[config.mk]
export PLATFORM = sky130hd
export DESIGN_NAME = integer_to_ascii_converter
export DESIGN_NICKNAME = d
export VERILOG_FILES = /design/src/rtl/itoa_pkg.sv /design/src/rtl/itoa_ctrl.sv /design/src/rtl/itoa_dpath.sv /design/src/rtl/integer_to_ascii_converter.sv
export VERILOG_INCLUDE_DIRS = /design/src /design/src/rtl
export SDC_FILE = /design/constraint.sdc
export NUM_CORES = 1
export LEC_CHECK = 0
export BUFFER_PORTS_ARGS = -buffer_cell sky130_fd_sc_hd__buf_2
export CAP_MARGIN = 20
export CORE_ASPECT_RATIO = 0.9
export CORE_UTILIZATION = 60
export DETAILED_ROUTE_END_ITERATION = 16
export GPL_TIMING_DRIVEN = 0
export PLACE_DENSITY = 0.86
export SLEW_MARGIN = 10
export SYNTH_ARGS = -nofsm -noshare
export SYNTH_HDL_FRONTEND = slang
export SYNTH_HIERARCHICAL = 1
export SYNTH_SLANG_ARGS = --single-unit
[constraint.sdc]
create_clock -name clk -period 4.1 [get_ports clk]
set_input_delay 0.205 -clock clk [delete_from_list [all_inputs] [get_ports clk]]
set_output_delay 0.205 -clock clk [all_outputs]
set_load 0.05 [all_outputs]
[src/rtl/integer_to_ascii_converter_defines.svh]
// Assertion macros for the integer to ASCII converter.
// Each macro expects signals named clk and rst_n in scope.
`ifndef INTEGER_TO_ASCII_CONVERTER_DEFINES_SVH
`define INTEGER_TO_ASCII_CONVERTER_DEFINES_SVH

`ifndef ASSERT_OFF

// Consequent holds in the same cycle as the antecedent.
`define ITOA_ASSERT_SAME(lbl, ante, cons) \
  lbl: assert property (@(posedge clk) disable iff (!rst_n) (ante) |-> (cons)) \
    else $error("itoa assertion failed");

// Consequent holds in the cycle after the antecedent.
`define ITOA_ASSERT_NEXT(lbl, ante, cons) \
  lbl: assert property (@(posedge clk) disable iff (!rst_n) (ante) |=> (cons)) \
    else $error("itoa assertion failed");

`else

`define ITOA_ASSERT_SAME(lbl, ante, cons)
`define ITOA_ASSERT_NEXT(lbl, ante, cons)

`endif

`endif

[src/rtl/itoa_pkg.sv]
`default_nettype none

package itoa_pkg;

  localparam int NUMBER_WIDTH = 32;

  typedef struct packed {
    logic signed [NUMBER_WIDTH-1:0] number;
    logic                           hex_mode;
  } in_t;

  typedef struct packed {
    logic [6:0] character;
    logic       last;
  } out_t;

  typedef enum logic [3:0] {
    ST_IDLE = 4'b0001,
    ST_CONV = 4'b0010,
    ST_SIGN = 4'b0100,
    ST_EMIT = 4'b1000
  } state_t;

  // Controller to datapath
  typedef struct packed {
    logic load;
    logic dabble;
    logic shift;
    logic push_sign;
    logic push_digit;
  } cmd_t;

  // Datapath to controller
  typedef struct packed {
    logic bit_last;
    logic neg;
    logic lead_zero;
    logic cnt_one;
    logic out_free;
  } sts_t;

  localparam logic [6:0] CHAR_MINUS = 7'h2D;

  localparam logic [6:0] DIGIT_CHARS [16] = '{
    7'h30, 7'h31, 7'h32, 7'h33, 7'h34, 7'h35, 7'h36, 7'h37,
    7'h38, 7'h39, 7'h41, 7'h42, 7'h43, 7'h44, 7'h45, 7'h46
  };

  function automatic logic [6:0] digit_char(input logic [3:0] d);
    return DIGIT_CHARS[d];
  endfunction

endpackage

`default_nettype wire

[src/rtl/itoa_ctrl.sv]
`default_nettype none

module itoa_ctrl (
  input  wire logic         clk,
  input  wire logic         rst_n,
  input  wire logic         in_valid,
  input  wire logic         in_hex,
  output logic              in_stall,
  input  wire itoa_pkg::sts_t sts,
  output itoa_pkg::cmd_t    cmd
);
  import itoa_pkg::*;

  state_t state_r, state_nxt;

  always_ff @(posedge clk) begin
    if (!rst_n) begin
      state_r <= ST_IDLE;
    end else begin
      state_r <= state_nxt;
    end
  end

  assign in_stall = (state_r != ST_IDLE);

  always_comb begin
    state_nxt = state_r;
    cmd       = '0;
    unique case (state_r)
      ST_IDLE: begin
        if (in_valid) begin
          cmd.load  = 1'b1;
          state_nxt = in_hex ? ST_EMIT : ST_CONV;
        end
      end
      ST_CONV: begin
        cmd.dabble = 1'b1;
        if (sts.bit_last) begin
          state_nxt = sts.neg ? ST_SIGN : ST_EMIT;
        end
      end
      ST_SIGN: begin
        if (sts.out_free) begin
          cmd.push_sign = 1'b1;
          state_nxt     = ST_EMIT;
        end
      end
      ST_EMIT: begin
        // drop leading zeros without a beat, but always send the final digit
        if (sts.lead_zero && !sts.cnt_one) begin
          cmd.shift = 1'b1;
        end else if (sts.out_free) begin
          cmd.shift      = 1'b1;
          cmd.push_digit = 1'b1;
          if (sts.cnt_one) begin
            state_nxt = ST_IDLE;
          end
        end
      end
      default: begin
        state_nxt = ST_IDLE;
      end
    endcase
  end

endmodule

`default_nettype wire

[src/rtl/itoa_dpath.sv]
`default_nettype none

module itoa_dpath #(
  parameter int NUMBER_WIDTH = 32,
  parameter int DIGITS       = 10,
  parameter int HEX_DIGITS   = 8
) (
  input  wire logic           clk,
  input  wire logic           rst_n,
  input  wire itoa_pkg::cmd_t cmd,
  output itoa_pkg::sts_t      sts,
  input  wire itoa_pkg::in_t  in_data,
  output logic                out_valid,
  input  wire logic           out_stall,
  output itoa_pkg::out_t      out_data
);
  import itoa_pkg::*;

  localparam int DIG_W = 4 * DIGITS;
  localparam int CNT_W = $clog2(DIGITS + 1);
  localparam int BIT_W = (NUMBER_WIDTH > 1) ? $clog2(NUMBER_WIDTH) : 1;
  localparam int HEX_SHIFT = 4 * (DIGITS - HEX_DIGITS);

  logic [NUMBER_WIDTH-1:0] bin_r, bin_nxt;
  logic [DIG_W-1:0]        dig_r, dig_nxt;
  logic [CNT_W-1:0]        cnt_r, cnt_nxt;
  logic [BIT_W-1:0]        bit_r, bit_nxt;
  logic                    neg_r, neg_nxt;
  logic                    started_r, started_nxt;
  logic                    out_valid_r, out_valid_nxt;
  out_t                    out_r, out_nxt;

  logic [NUMBER_WIDTH-1:0] raw;
  logic [NUMBER_WIDTH-1:0] mag;
  logic                    neg_in;
  logic [DIG_W-1:0]        adj;
  logic [3:0]              top_digit;
  logic                    out_free;

  assign raw    = NUMBER_WIDTH'(in_data.number);
  assign neg_in = !in_data.hex_mode && raw[NUMBER_WIDTH-1];
  assign mag    = neg_in ? (~raw + NUMBER_WIDTH'(1)) : raw;

  // add three to every BCD digit of five or more before the shift
  always_comb begin
    for (int i = 0; i < DIGITS; i++) begin
      adj[4*i +: 4] = (dig_r[4*i +: 4] >= 4'd5) ? dig_r[4*i +: 4] + 4'd3
                                                 : dig_r[4*i +: 4];
    end
  end

  assign top_digit = dig_r[DIG_W-1 -: 4];
  assign out_free  = !out_valid_r || !out_stall;

  always_comb begin
    bin_nxt     = bin_r;
    dig_nxt     = dig_r;
    cnt_nxt     = cnt_r;
    bit_nxt     = bit_r;
    neg_nxt     = neg_r;
    started_nxt = started_r;
    out_nxt     = out_r;

    if (cmd.load) begin
      bin_nxt     = mag;
      neg_nxt     = neg_in;
      started_nxt = 1'b0;
      bit_nxt     = '0;
      if (in_data.hex_mode) begin
        // left-align the hex digits so the top nibble leads
        dig_nxt = DIG_W'(mag) << HEX_SHIFT;
        cnt_nxt = CNT_W'(HEX_DIGITS);
      end else begin
        dig_nxt = '0;
        cnt_nxt = CNT_W'(DIGITS);
      end
    end

    if (cmd.dabble) begin
      dig_nxt = {adj[DIG_W-2:0], bin_r[NUMBER_WIDTH-1]};
      bin_nxt = bin_r << 1;
      bit_nxt = bit_r + BIT_W'(1);
    end

    if (cmd.shift) begin
      dig_nxt = dig_r << 4;
      cnt_nxt = cnt_r - CNT_W'(1);
    end

    if (cmd.push_sign) begin
      out_nxt.character = CHAR_MINUS;
      out_nxt.last      = 1'b0;
    end

    if (cmd.push_digit) begin
      out_nxt.character = digit_char(top_digit);
      out_nxt.last      = (cnt_r == CNT_W'(1));
      started_nxt       = 1'b1;
    end
  end

  assign out_valid_nxt = (cmd.push_sign || cmd.push_digit) ? 1'b1
                                                           : (out_valid_r && out_stall);

  always_ff @(posedge clk) begin
    if (!rst_n) begin
      out_valid_r <= 1'b0;
    end else begin
      out_valid_r <= out_valid_nxt;
    end
  end

  always_ff @(posedge clk) begin
    bin_r     <= bin_nxt;
    dig_r     <= dig_nxt;
    cnt_r     <= cnt_nxt;
    bit_r     <= bit_nxt;
    neg_r     <= neg_nxt;
    started_r <= started_nxt;
    out_r     <= out_nxt;
  end

  assign sts.bit_last  = (bit_r == BIT_W'(NUMBER_WIDTH - 1));
  assign sts.neg       = neg_r;
  assign sts.lead_zero = (top_digit == 4'd0) && !started_r;
  assign sts.cnt_one   = (cnt_r == CNT_W'(1));
  assign sts.out_free  = out_free;

  assign out_valid = out_valid_r;
  assign out_data  = out_r;

endmodule

`default_nettype wire

[src/rtl/integer_to_ascii_converter.sv]
// Channel  Dir  Payload                          Handshake
// in_      in   number (s32), hex_mode (1)       in_valid / in_stall
// out_     out  character (7), last (1)          out_valid / out_stall
//
// One item at a time. Decimal: a load, one shift-add-3 step per input bit in
// the BCD converter, a minus sign if negative, then one step per digit
// position (leading zeros are dropped one per cycle without an output beat).
// Hex: a load, then one step per nibble.
// in_stall is high from acceptance until the last character is in the output
// register; a held last beat does not block the next item.
// rst_n is synchronous and clears the controller and the output valid.
// out_stall holds the output register and pauses digit emission.
`default_nettype none

`include "integer_to_ascii_converter_defines.svh"

module integer_to_ascii_converter (
  input  wire logic           clk,
  input  wire logic           rst_n,
  input  wire logic           in_valid,
  output logic                in_stall,
  input  wire itoa_pkg::in_t  in_data,
  output logic                out_valid,
  input  wire logic           out_stall,
  output itoa_pkg::out_t      out_data
);
  import itoa_pkg::*;

  // ceil(NUMBER_WIDTH * log10(2)) decimal digits, ceil(NUMBER_WIDTH / 4) hex digits
  localparam int DIGITS     = (NUMBER_WIDTH * 30103 + 99999) / 100000;
  localparam int HEX_DIGITS = (NUMBER_WIDTH + 3) / 4;

  cmd_t cmd;
  sts_t sts;

  itoa_ctrl u_ctrl (
    .clk      (clk),
    .rst_n    (rst_n),
    .in_valid (in_valid),
    .in_hex   (in_data.hex_mode),
    .in_stall (in_stall),
    .sts      (sts),
    .cmd      (cmd)
  );

  itoa_dpath #(
    .NUMBER_WIDTH (NUMBER_WIDTH),
    .DIGITS       (DIGITS),
    .HEX_DIGITS   (HEX_DIGITS)
  ) u_dpath (
    .clk       (clk),
    .rst_n     (rst_n),
    .cmd       (cmd),
    .sts       (sts),
    .in_data   (in_data),
    .out_valid (out_valid),
    .out_stall (out_stall),
    .out_data  (out_data)
  );

  `ITOA_ASSERT_NEXT(a_busy_after_accept, in_valid && !in_stall, in_stall)
  `ITOA_ASSERT_SAME(a_push_needs_room, cmd.push_sign || cmd.push_digit, sts.out_free)
  `ITOA_ASSERT_NEXT(a_idle_after_last, cmd.push_digit && sts.cnt_one, !in_stall)

endmodule

`default_nettype wire
==> metrics.txt <==
syn_area_per_cell=9.48 um2; Core Util, Final=0.703; share of layout cells above drive strength 1=0.121; antenna violations before repair=0; GP Congestion=0.948; Max clock buf depth=2; CP endpoint kind=register; clk slew on worst S/H paths=0.07 ns; Crit path required time=4.07 ns; Static Leak=2.64 nW; CTS tree=done; Final period util=0.832; post-synth cell types=55; Setup crit start=u_dpath/dig_r[36]$_DFFE_PP_; via count=5392; cts bufs inserted=9; RSZ-0062 raised after global routing=no; largest net degree at the start of global routing=38; Slew Limit Fails=0; DRC=0; mapped cell area=6230 um2; detailed-route vias per instance=6.38; # H-tree levels=3; Die Ht=98.7 um; post-synthesis register bit count=96; area leader, netlist=edfxtp_1; Net Count, Synth=722; post-cts sizing count=0; number of synthesized flops with an enable pin=85; post-synthesis sequential area ratio=0.445; Core Region=9870 um2; die width=109 um; Rel. slew slack=0.407; r2r startpoint=u_dpath/dig_r[36]$_DFFE_PP_; most frequent CP cell=clkbuf_1; total wire length=15.7 mm; Yosys top cell area share=0.410; drt pass-1 iters=5; CP max-delay cell=or3_2; max_cap viols=0; Hold Path Class=in2reg; Pwr per Cell Area=459 nW/um2; CP arrival=3.38 ns; Max stage delay on crit path=0.79 ns; CP Class=reg2reg; clock skew=0.00733 ns; HPWL after DPL=11.3 mm; all-layer global routing usage=0.303; Ports=47; total negative slack=0 ns; Port Buffers=46; startpoint type of the worst setup path=register; Most used DFF post-synth=edfxtp_1; area delta synth->final=11.5%; worst vdd ir=0.000363 V; GRT overflow=0; Setup Buffers After CTS=0; Final setup viols=0; n_diodes=0; fillcell total=708; Syn. warnings=6; Max Clock Freq=293 MHz; Post-DRT Antenna Nets=0; endpoints failing hold=0; Initial Utilization=0.631; CP Cell Sequence=inv_1 > ha_1 > nor4b_1 > nor2b_1 > nor2_1 > nor4_1 > clkbuf_1 > clkbuf_1 > or3_2; nets=779; actual slew at the worst max-slew pin=0.886 ns; status=finished clean; initial detailed-routing violation count=690; die area=10800 um2; top cells by area, synth=edfxtp_1 41%, ha_1 5.6%, xnor2_1 5.5%, nand2_1 4.3%, o21ai_0 4.3%; worst skew pair latency=0.34 ns; global-route wire length before repair=24.9 mm; critical-path maximum fanout=36; vias in the first global route=5138; fin crit period=3.41 ns; Async S/R FF share, synth=0; Cell Rows=34; clock sink count=96; CTS Hold Bufs=0; WL/cell=18.6 um; hold path start=rst_n; CTS Root Cell=clkbuf_16; Synth Instances=657
[final timing paths]
kind | cells past startpoint | end | slack [ns]
worst min register to register | 1 | u_dpath/started_r$_SDFFE_PP1P_ | 0.48
worst max-delay path | 9 | u_dpath/dig_r[38]$_DFFE_PP_ | 0.69
worst min-delay path | 2 | u_ctrl/state_r[0]$_SDFFE_PN1P_ | 0.12
worst max register to register | 9 | u_dpath/dig_r[38]$_DFFE_PP_ | 0.69
[layer usage]
layer / up-vias / part of all wire / GRT usage
li1: 2482 / - / -
met1: 2533 / 0.40 / 0.390
met2: 325 / 0.48 / 0.493
met3: 52 / 0.090 / 0.0582
met4: 0 / 0.030 / 0.137
met5: - / 0 / 0
[layout make-up]
| type | instances | area (um2) | share of cell area |
|---|---|---|---|
| multi-input combinational | 485 | 3150 | 0.453 |
| sequential | 96 | 2770 | 0.399 |
| clock buffer | 11 | 243 | 0.0350 |
| timing repair buffer | 46 | 230 | 0.0332 |
| buffer | 38 | 170 | 0.0245 |
| tap | 126 | 158 | 0.0227 |
| inverter | 38 | 143 | 0.0205 |
| clock inverter | 5 | 80.1 | 0.0115 |
[cells by family (layout without fill, tap and decap cells)]
logic type,after synthesis,count (layout),share of synthesized area
multiplexers,15,15,0.0259
AO/OA/AOI/OAI,177,177,0.169
XOR/XNOR,47,47,0.0661
adder cells (fa/ha/maj),28,28,0.0562
flip-flops,96,96,0.445
buffers and inverters,76,138,0.0502
AND/OR/NAND/NOR,218,218,0.187
[cells in the final DEF, fill, tap and decap left out, types with 13 or more instances in the layout]
cell type	instances
a21oi_1	42
nor3_1	13
ha_1	28
edfxtp_1	85
xnor2_1	39
clkbuf_1	29
nand2b_1	21
nand2_1	70
o21ai_0	53
nor2_1	34
inv_1	37
a31oi_1	26
buf_2	47
[worst max-delay path, delay by kind of cell, from the launching register on]
kind / cells / cell delay, ns
and+or+nand+nor: 5 / 1.44
buffers and inverters: 3 / 0.96
DFF: 1 / 0.45
adders and majority gates: 1 / 0.16
[per-stage QoR]
step | setup slack, ns | cell area [um2] | instances | hold WS (ns) | total power, mW
6_report | 0.688 | 6940 | 845 | 0.117 | 3.19
5_1_grt | 0.389 | 6940 | 845 | 0.113 | 3.35
4_1_cts | 0.706 | 6940 | 845 | 0.111 | 3.18
3_5_place_dp | 0.754 | 6620 | 829 | 0.465 | 2.27
3_3_place_gp | 0.287 | 6620 | 829 | 0.442 | 2.21
2_1_floorplan | 1.02 | 6230 | 657 | 0.294 | 2.03
[synth_stat cells, types with 12 or more instances]
cell       n
edfxtp_1  85
nand2_1   71
o21ai_0   53
a21oi_1   42
xnor2_1   39
inv_1     37
nor2_1    34
clkbuf_1  28
ha_1      28
a31oi_1   26
nand2b_1  21
nor3_1    13
nor3b_1   12
[where the power goes]
part / internal [mW] / switching, mW
Clock: 0.550 / 0.359
Combinational: 0.305 / 0.541
Sequential: 1.31 / 0.120
Total: 2.17 / 1.02
[state kept, by name, indices dropped and copies added, names as in the netlist]
register,count
u_ctrl/state_r,4
u_dpath/out_valid,1
u_dpath/bin_r,32
u_dpath/cnt_r,4
u_dpath/neg_r,1
u_dpath/dig_r,40
u_dpath/started_r,1
u_dpath/out_data,8
u_dpath/bit_r,5
(Power assumes the default switching activity.)
